$ cat src/hdl/mcr_pkg.sv
// Shared types and constants for the midpoint circle rasteriser.
// No dependencies; imported by every module of the block.
package mcr_pkg;

	localparam int COORD_BITS = 10;
	localparam int OUT_BITS = COORD_BITS + 2;
	localparam int ERR_BITS = COORD_BITS + 3;
	localparam int COLOUR_BITS = 32;

	localparam int PIXELS_PER_STEP = 8;
	localparam int PHASE_BITS = $clog2(PIXELS_PER_STEP);

	localparam int Q_DEPTH = 2;
	localparam int Q_PTR_BITS = $clog2(Q_DEPTH);
	localparam int Q_CNT_BITS = $clog2(Q_DEPTH + 1);

	localparam logic CMD_START = 1'b0;
	localparam logic CMD_STEP = 1'b1;

	localparam logic [COLOUR_BITS-1:0] COLOUR_RESET = '1;

	typedef struct packed {
		logic cmd;
		logic [COORD_BITS-1:0] centre_x;
		logic [COORD_BITS-1:0] centre_y;
		logic [COORD_BITS-1:0] radius;
	} item_t;

	typedef struct packed {
		logic signed [OUT_BITS-1:0] pixel_x;
		logic signed [OUT_BITS-1:0] pixel_y;
		logic [COLOUR_BITS-1:0] colour;
		logic last;
		logic done_res;
	} pixel_t;

	typedef struct packed {
		logic done;
		logic [COORD_BITS-1:0] cx;
		logic [COORD_BITS-1:0] cy;
		logic [COORD_BITS-1:0] a;
		logic [COORD_BITS-1:0] b;
	} job_t;

	typedef struct packed {
		logic full;
		logic empty;
	} q_status_t;

endpackage

$ cat src/hdl/mcr_front.sv
// Front end: accepts items, keeps the octant point and decision error,
// and queues one job per step item. Depends on mcr_pkg.
module mcr_front (
	input  logic              clk,
	input  logic              arst_n,
	input  logic              item_valid,
	output logic              item_ready,
	input  mcr_pkg::item_t    item,
	input  mcr_pkg::q_status_t q_status,
	output logic              push,
	output mcr_pkg::job_t     job
);
	import mcr_pkg::*;

	logic [COORD_BITS-1:0] cx_q, cy_q, a_q, b_q;
	logic [ERR_BITS-1:0]   err_q;
	logic                  busy_q;

	logic                  accept;
	logic                  finished;
	logic [ERR_BITS-1:0]   err_inc;
	logic [ERR_BITS-1:0]   err_dec;

	assign item_ready = !q_status.full;
	assign accept     = item_valid && item_ready;
	assign push       = accept && (item.cmd == CMD_STEP);
	assign finished   = !busy_q || (a_q <= b_q);

	assign err_inc = err_q + ERR_BITS'({b_q, 1'b0}) + ERR_BITS'(2);
	assign err_dec = err_inc - (ERR_BITS'({a_q, 1'b0}) - ERR_BITS'(3));

	always_comb begin
		job.done = finished;
		job.cx   = cx_q;
		job.cy   = cy_q;
		job.a    = a_q;
		job.b    = b_q;
	end

	always_ff @(posedge clk or negedge arst_n) begin
		if (!arst_n) begin
			cx_q   <= '0;
			cy_q   <= '0;
			a_q    <= '0;
			b_q    <= '0;
			err_q  <= '0;
			busy_q <= 1'b0;
		end else if (accept) begin
			if (item.cmd == CMD_START) begin
				cx_q   <= item.centre_x;
				cy_q   <= item.centre_y;
				a_q    <= item.radius;
				b_q    <= '0;
				err_q  <= ERR_BITS'(0) - ERR_BITS'(item.radius);
				busy_q <= 1'b1;
			end else if (finished) begin
				busy_q <= 1'b0;
			end else begin
				b_q <= b_q + COORD_BITS'(1);
				if (!err_inc[ERR_BITS-1]) begin
					a_q   <= a_q - COORD_BITS'(1);
					err_q <= err_dec;
				end else begin
					err_q <= err_inc;
				end
			end
		end
	end

endmodule

$ cat src/hdl/mcr_queue.sv
// Short job queue between the front end and the pixel back end.
// Depends on mcr_pkg.
module mcr_queue (
	input  logic               clk,
	input  logic               arst_n,
	input  logic               push,
	input  mcr_pkg::job_t      push_job,
	input  logic               pop,
	output mcr_pkg::job_t      head,
	output mcr_pkg::q_status_t status
);
	import mcr_pkg::*;

	job_t                  entries_q [Q_DEPTH];
	logic [Q_PTR_BITS-1:0] wr_ptr_q, rd_ptr_q;
	logic [Q_CNT_BITS-1:0] count_q;

	assign head         = entries_q[rd_ptr_q];
	assign status.full  = (count_q == Q_CNT_BITS'(Q_DEPTH));
	assign status.empty = (count_q == '0);

	always_ff @(posedge clk) begin
		if (push) begin
			entries_q[wr_ptr_q] <= push_job;
		end
	end

	always_ff @(posedge clk or negedge arst_n) begin
		if (!arst_n) begin
			wr_ptr_q <= '0;
			rd_ptr_q <= '0;
			count_q  <= '0;
		end else begin
			if (push) begin
				wr_ptr_q <= (wr_ptr_q == Q_PTR_BITS'(Q_DEPTH - 1)) ? '0
					: wr_ptr_q + Q_PTR_BITS'(1);
			end
			if (pop) begin
				rd_ptr_q <= (rd_ptr_q == Q_PTR_BITS'(Q_DEPTH - 1)) ? '0
					: rd_ptr_q + Q_PTR_BITS'(1);
			end
			if (push && !pop) begin
				count_q <= count_q + Q_CNT_BITS'(1);
			end else if (pop && !push) begin
				count_q <= count_q - Q_CNT_BITS'(1);
			end
		end
	end

endmodule

$ cat src/hdl/mcr_back.sv
// Back end (depends on mcr_pkg): expands each queued job into eight mirrored pixels or
// one done beat, one per cycle while the output is not stalled, into the output register.
module mcr_back (
	input  logic                              clk,
	input  logic                              arst_n,
	input  logic                              cfg_we,
	input  logic [mcr_pkg::COLOUR_BITS-1:0]   cfg_wdata,
	input  mcr_pkg::job_t                     head,
	input  mcr_pkg::q_status_t                q_status,
	output logic                              pop,
	output logic                              pixel_valid,
	input  logic                              pixel_ready,
	output mcr_pkg::pixel_t                   pixel
);
	import mcr_pkg::*;

	logic [COLOUR_BITS-1:0] colour_q;
	logic [PHASE_BITS-1:0]  phase_q;
	logic                   pixel_valid_q;
	pixel_t                 pixel_q;

	logic                   advance;
	logic                   final_beat;
	logic [OUT_BITS-1:0]    off_p, off_q, off_r, off_s;
	logic [OUT_BITS-1:0]    dx, dy;
	pixel_t                 next_pixel;

	assign advance    = !q_status.empty && (!pixel_valid_q || pixel_ready);
	assign final_beat = head.done || (phase_q == PHASE_BITS'(PIXELS_PER_STEP - 1));
	assign pop        = advance && final_beat;

	assign off_p = OUT_BITS'(head.a) - OUT_BITS'(1);
	assign off_q = OUT_BITS'(head.b);
	assign off_r = OUT_BITS'(0) - OUT_BITS'(head.a);
	assign off_s = OUT_BITS'(0) - OUT_BITS'(head.b) - OUT_BITS'(1);

	always_comb begin
		case (phase_q)
			3'd0:    begin dx = off_p; dy = off_q; end
			3'd1:    begin dx = off_q; dy = off_p; end
			3'd2:    begin dx = off_r; dy = off_q; end
			3'd3:    begin dx = off_q; dy = off_r; end
			3'd4:    begin dx = off_p; dy = off_s; end
			3'd5:    begin dx = off_s; dy = off_p; end
			3'd6:    begin dx = off_r; dy = off_s; end
			default: begin dx = off_s; dy = off_r; end
		endcase
		if (head.done) begin
			next_pixel.pixel_x = '0;
			next_pixel.pixel_y = '0;
			next_pixel.colour  = '0;
		end else begin
			next_pixel.pixel_x = $signed(OUT_BITS'(head.cx) + dx);
			next_pixel.pixel_y = $signed(OUT_BITS'(head.cy) + dy);
			next_pixel.colour  = colour_q;
		end
		next_pixel.last     = final_beat;
		next_pixel.done_res = head.done;
	end

	always_ff @(posedge clk or negedge arst_n) begin
		if (!arst_n) begin
			colour_q      <= COLOUR_RESET;
			phase_q       <= '0;
			pixel_valid_q <= 1'b0;
		end else begin
			if (cfg_we) begin
				colour_q <= cfg_wdata;
			end
			if (advance) begin
				pixel_valid_q <= 1'b1;
				phase_q       <= final_beat ? '0 : phase_q + PHASE_BITS'(1);
			end else if (pixel_ready) begin
				pixel_valid_q <= 1'b0;
			end
		end
	end

	always_ff @(posedge clk) begin
		if (advance) begin
			pixel_q <= next_pixel;
		end
	end

	assign pixel_valid = pixel_valid_q;
	assign pixel       = pixel_q;

`ifndef SYNTH
	a_done_is_last: assert property (@(posedge clk) disable iff (!arst_n)
		pixel_valid_q && pixel_q.done_res |-> pixel_q.last)
		else $error("done beat without last");

	a_phase_has_job: assert property (@(posedge clk) disable iff (!arst_n)
		phase_q != '0 |-> !q_status.empty && !head.done)
		else $error("pixel phase advanced without a drawing job");

	a_stall_holds_phase: assert property (@(posedge clk) disable iff (!arst_n)
		pixel_valid_q && !pixel_ready |=> $stable(phase_q))
		else $error("phase moved while output stalled");

	a_pop_on_last: assert property (@(posedge clk) disable iff (!arst_n)
		pop |=> pixel_valid_q && pixel_q.last)
		else $error("job retired without last beat");
`endif

endmodule

$ cat src/hdl/midpoint_circle_rasterizer.sv
// A step item's job is registered in the queue; its beats then go to the output register.
// Throughput: one beat per cycle while the output is not stalled; a drawing step gives
// eight beats of the back end's pixel sequencer, a finishing step one, a start none; the
// two-entry job queue lets new items in meanwhile. Reset (arst_n, asynchronous) clears the
// queue, octant state and output valid, unloads any circle and sets the colour to all ones.
module midpoint_circle_rasterizer (
	input  logic                            clk,
	input  logic                            arst_n,
	input  logic                            item_valid,
	output logic                            item_ready,
	input  mcr_pkg::item_t                  item,
	output logic                            pixel_valid,
	input  logic                            pixel_ready,
	output mcr_pkg::pixel_t                 pixel,
	input  logic                            cfg_we,
	input  logic [mcr_pkg::COLOUR_BITS-1:0] cfg_wdata
);
	import mcr_pkg::*;

	logic      push, pop;
	job_t      push_job, head;
	q_status_t q_status;

	mcr_front u_front (
		.clk        (clk),
		.arst_n     (arst_n),
		.item_valid (item_valid),
		.item_ready (item_ready),
		.item       (item),
		.q_status   (q_status),
		.push       (push),
		.job        (push_job)
	);

	mcr_queue u_queue (
		.clk      (clk),
		.arst_n   (arst_n),
		.push     (push),
		.push_job (push_job),
		.pop      (pop),
		.head     (head),
		.status   (q_status)
	);

	mcr_back u_back (
		.clk         (clk),
		.arst_n      (arst_n),
		.cfg_we      (cfg_we),
		.cfg_wdata   (cfg_wdata),
		.head        (head),
		.q_status    (q_status),
		.pop         (pop),
		.pixel_valid (pixel_valid),
		.pixel_ready (pixel_ready),
		.pixel       (pixel)
	);

endmodule
$ cat config.mk
export PLATFORM = sky130hd
export DESIGN_NAME = midpoint_circle_rasterizer
export DESIGN_NICKNAME = d
export VERILOG_FILES = /design/src/hdl/mcr_pkg.sv /design/src/hdl/mcr_front.sv /design/src/hdl/mcr_queue.sv /design/src/hdl/mcr_back.sv /design/src/hdl/midpoint_circle_rasterizer.sv
export SDC_FILE = /design/constraint.sdc
export NUM_CORES = 1
export LEC_CHECK = 0
export BUFFER_PORTS_ARGS = -buffer_cell sky130_fd_sc_hd__buf_2
export CAP_MARGIN = 20
export CORE_MARGIN = 10
export CORE_UTILIZATION = 55
export DETAILED_ROUTE_END_ITERATION = 10
export HOLD_SLACK_MARGIN = 0.05
export PLACE_DENSITY = 0.75
export SYNTH_ARGS = -nofsm -noshare
export SYNTH_HDL_FRONTEND = slang
export SYNTH_SLANG_ARGS = --single-unit
$ cat constraint.sdc
create_clock -name clk -period 5.8 [get_ports clk]
set_input_delay 1.16 -clock clk [delete_from_list [all_inputs] [get_ports clk]]
set_output_delay 1.16 -clock clk [all_outputs]
set_load 0.03 [all_outputs]
==> results.md <==
- Slowest stage delay, CP: 0.52 ns
- Seq pwr share: 28.7%
- I/O pins: 128
- Area of the multi-input gates: 6240 sq um
- PostCTS Resize Cnt: 0
- Inserted Clock Buffers: 25
- Core area: 23500 sq um
- Final worst slack: 1.02 ns
- Most frequent cells in the layout: edfxtp_1 (140), buf_2 (126), nand2_1 (116), nor2_1 (81), ha_1 (78)
- Die X: 175 um
- Critical Path RT: 6.14 ns
- Setup Fix Bufs, Post-CTS: 0
- Routed len/inst: 18.4 um
- Worst slack, placed: 1.04 ns
- Final total power: 0.00972 W
- Final min period: 4.78 ns
- Starting Density: 55.9%
- WS Path Type: flop to flop
- Syn nets: 1310
- Post-DR vias/cell: 5.72
- Setup Skew: 0.0227 ns
- Wirelength, routed: 29700 um
- Worst Setup Start Kind: flop
- Vias in the first global route: 9358
- Worst min path class: flop to flop
- VDD IR max: 0.000420 V
- Largest net degree at the start of global routing: 59
- Synth warn: 0
- DP HPWL: 21900 um
- Avg Cell Area, Syn: 11.4 sq um
- Design area: 15000 sq um
- Filler instances: 1872
- Root buffer cell: clkbuf_16
- Outcome: finished, final reports clean
- Critical path arrival: 5.11 ns
- Vias: 9240
- DRC Markers: 0
- CP endpoint kind: flop
- Final Cycle Share: 82.3%
- Pleak: 6.16 nW
- Layout cell share with drive strength beyond 1: 24.0%
- Die Span Y: 175 um
- Initial antenna violation count: 0
- Setup TNS: 0 ns
- Fmax: 0.209 GHz
- Final Setup Violations: 0
- FFs w/ async S/R, synth: 40.2%
- RSZ-0062 raised after global routing: no
- Layout area overhead: 13.7%
- Worst Path Max Fanout: 6
- Hold-fix buffers, CTS: 0
- Post-place instance area: 14100 sq um
- Clock-pin slew on the worst setup and hold paths: 0.06 ns
- Post-Place Cells: 1570
- Drt pass-1 iters: 5
- Total track usage: 19.1%
- IO buf count: 127
- Sw power: 0.00415 W
- Non-filler cells, final: 1615
- Pwr Density: 649 nW/um^2
- Slew @ Worst Pin: 1.04 ns
- Cell row count: 56
- Synth Cell Area: 13200 sq um
- Combinational Power Share: 54.7%
- CTS sink cnt: 234
- Final nets: 1428
- H-tree depth: 1
- N_diodes: 0
- Max_cap viols: 0
- Final Max Slew Viols: 0
- Crit-path cells: mux2i_1 -> ha_1 -> nor4b_4 -> o21ai_2 -> or3_4 -> a22oi_4 -> nand4b_1 -> a32oi_1 -> a21boi_0 -> o21ai_0 -> ha_1 -> and2_1 -> a31o_2 -> a31o_2 -> nor2_1 -> nor3_1 -> xnor2_1 -> o31ai_1
- CTS tree: built
- Die ar.: 30500 sq um
- Placer Congestion: 0.950
- Commonest non-fill, non-tap cell in the layout: edfxtp_1
- Clk_lat worst skew: 0.53 ns
- Register area: 6600 sq um
- Antenna Violating Nets Remaining: 0
- Netlist cell types: 81
- Synthesized instance count: 1160
- Sw frac: 42.7%
- EDFF count, synth: 140
- Max transition margin: 30.3%
- CP max-delay cell: mux2i_1
- Synth Register Bits: 234
- Maximum root-to-sink buffer count: 3
- Hold Violations, Final: 0
- Power share of the clock group: 16.6%
- Ys flop type: edfxtp_1
- GRT Residual Overflow: 0
- Internal power: 0.00557 W
- Global-route wire length before repair: 47900 um
- Initial drt markers: 692
- Register area share after synthesis: 50.1%
==> final timing paths <==
kind | endpoint | slack, ns | start | cells after the start
min in group asynchronous | u_front.cx_q[2] | 0.65 | arst_n | 1
max in group asynchronous | u_back.pixel_valid | 4.03 | arst_n | 2
hold reg to reg | u_queue.entries_q[0][34] | 0.47 | u_front.cx_q[4] | 0
setup / recovery | u_back.pixel[57] | 1.02 | u_queue.entries_q[1][1] | 18
hold / removal | u_queue.entries_q[0][34] | 0.47 | u_front.cx_q[4] | 0
setup reg to reg | u_back.pixel[57] | 1.02 | u_queue.entries_q[1][1] | 18
==> power groups by stage <==
stage | combinational, W | sequential, W | clock (W)
after floorplan | 0.00372 | 0.00310 | 0
after global placement | 0.00511 | 0.00279 | 0
after detailed placement | 0.00526 | 0.00282 | 0
after CTS | 0.00529 | 0.00279 | 0.00164
after global routing | 0.00586 | 0.00286 | 0.00171
final | 0.00531 | 0.00279 | 0.00161
==> sequential cells by signal, summed over array words and instances, names as in the netlist, 2 cells and up <==
signal             cells
u_queue.entries_q     82
u_back.pixel          58
u_back.colour_q       32
u_front.err_q         13
u_front.a_q           10
u_front.b_q           10
u_front.cx_q          10
u_front.cy_q          10
u_back.phase_q         3
u_queue.count_q        2
==> metal layers <==
| metal | track usage (%) | part of all wire [%] | vias up |
|---|---|---|---|
| met3 | 3.17 | 5.7 | 64 |
| met4 | 6.64 | 2.8 | 0 |
| met1 | 24.5 | 43 | 4462 |
| li1 | - | - | 4466 |
| met2 | 32.1 | 49 | 248 |
| met5 | 0 | 0 | - |
==> worst max-delay path: cells and delay by family (launching register included) <==
kind | cells | cell delay, ns
DFF | 1 | 0.43
xor gates and xnor gates | 1 | 0.14
AOI/OAI and AO/OA | 8 | 1.66
adders and majority gates | 2 | 0.66
muxes | 1 | 0.52
and+or+nand+nor | 6 | 1.20
==> Yosys cell counts, drive strengths merged (13+ instances only) <==
| cell | number | area [sq um] |
|---|---|---|
| dfstp | 32 | 841 |
| ha | 78 | 976 |
| o21ai | 27 | 139 |
| xor2 | 25 | 219 |
| nor3 | 34 | 180 |
| a21o | 13 | 97.6 |
| a21oi | 52 | 260 |
| edfxtp | 140 | 4200 |
| nand3 | 14 | 70.1 |
| clkbuf | 36 | 135 |
| nor2 | 84 | 318 |
| inv | 42 | 158 |
| mux2 | 66 | 743 |
| dfrtp | 62 | 1550 |
| mux2i | 45 | 483 |
| xnor2 | 58 | 508 |
| and2 | 43 | 269 |
| nand2 | 116 | 435 |
==> metrics by stage <==
step / hold slack, ns / util, %
2_1_floorplan: 0.442 / -
3_3_place_gp: 0.450 / 59.8
3_5_place_dp: 0.459 / 60.1
4_1_cts: 0.471 / 63.6
5_1_grt: 0.482 / 63.6
6_report: 0.468 / 63.6
==> cell type report <==
cell class | instances | area share (%)
clock inverter | 14 | 1.03
tap | 319 | 2.66
timing repair buffer | 137 | 4.98
sequential | 234 | 44.0
clock buffer | 31 | 4.59
multi-input combinational | 838 | 41.6
inverter | 42 | 1.05
==> kinds of logic after synthesis <==
family          Yosys count  synth area share (%)
compound gates          198                  10.5
simple gates            364                  13.8
buf+inv                  88                  2.75
mux                     111                  9.31
fa+ha+maj                82                  8.02
xor+xnor                 83                  5.52
flops                   234                  50.1
Power figures use the tool's default switching activity.
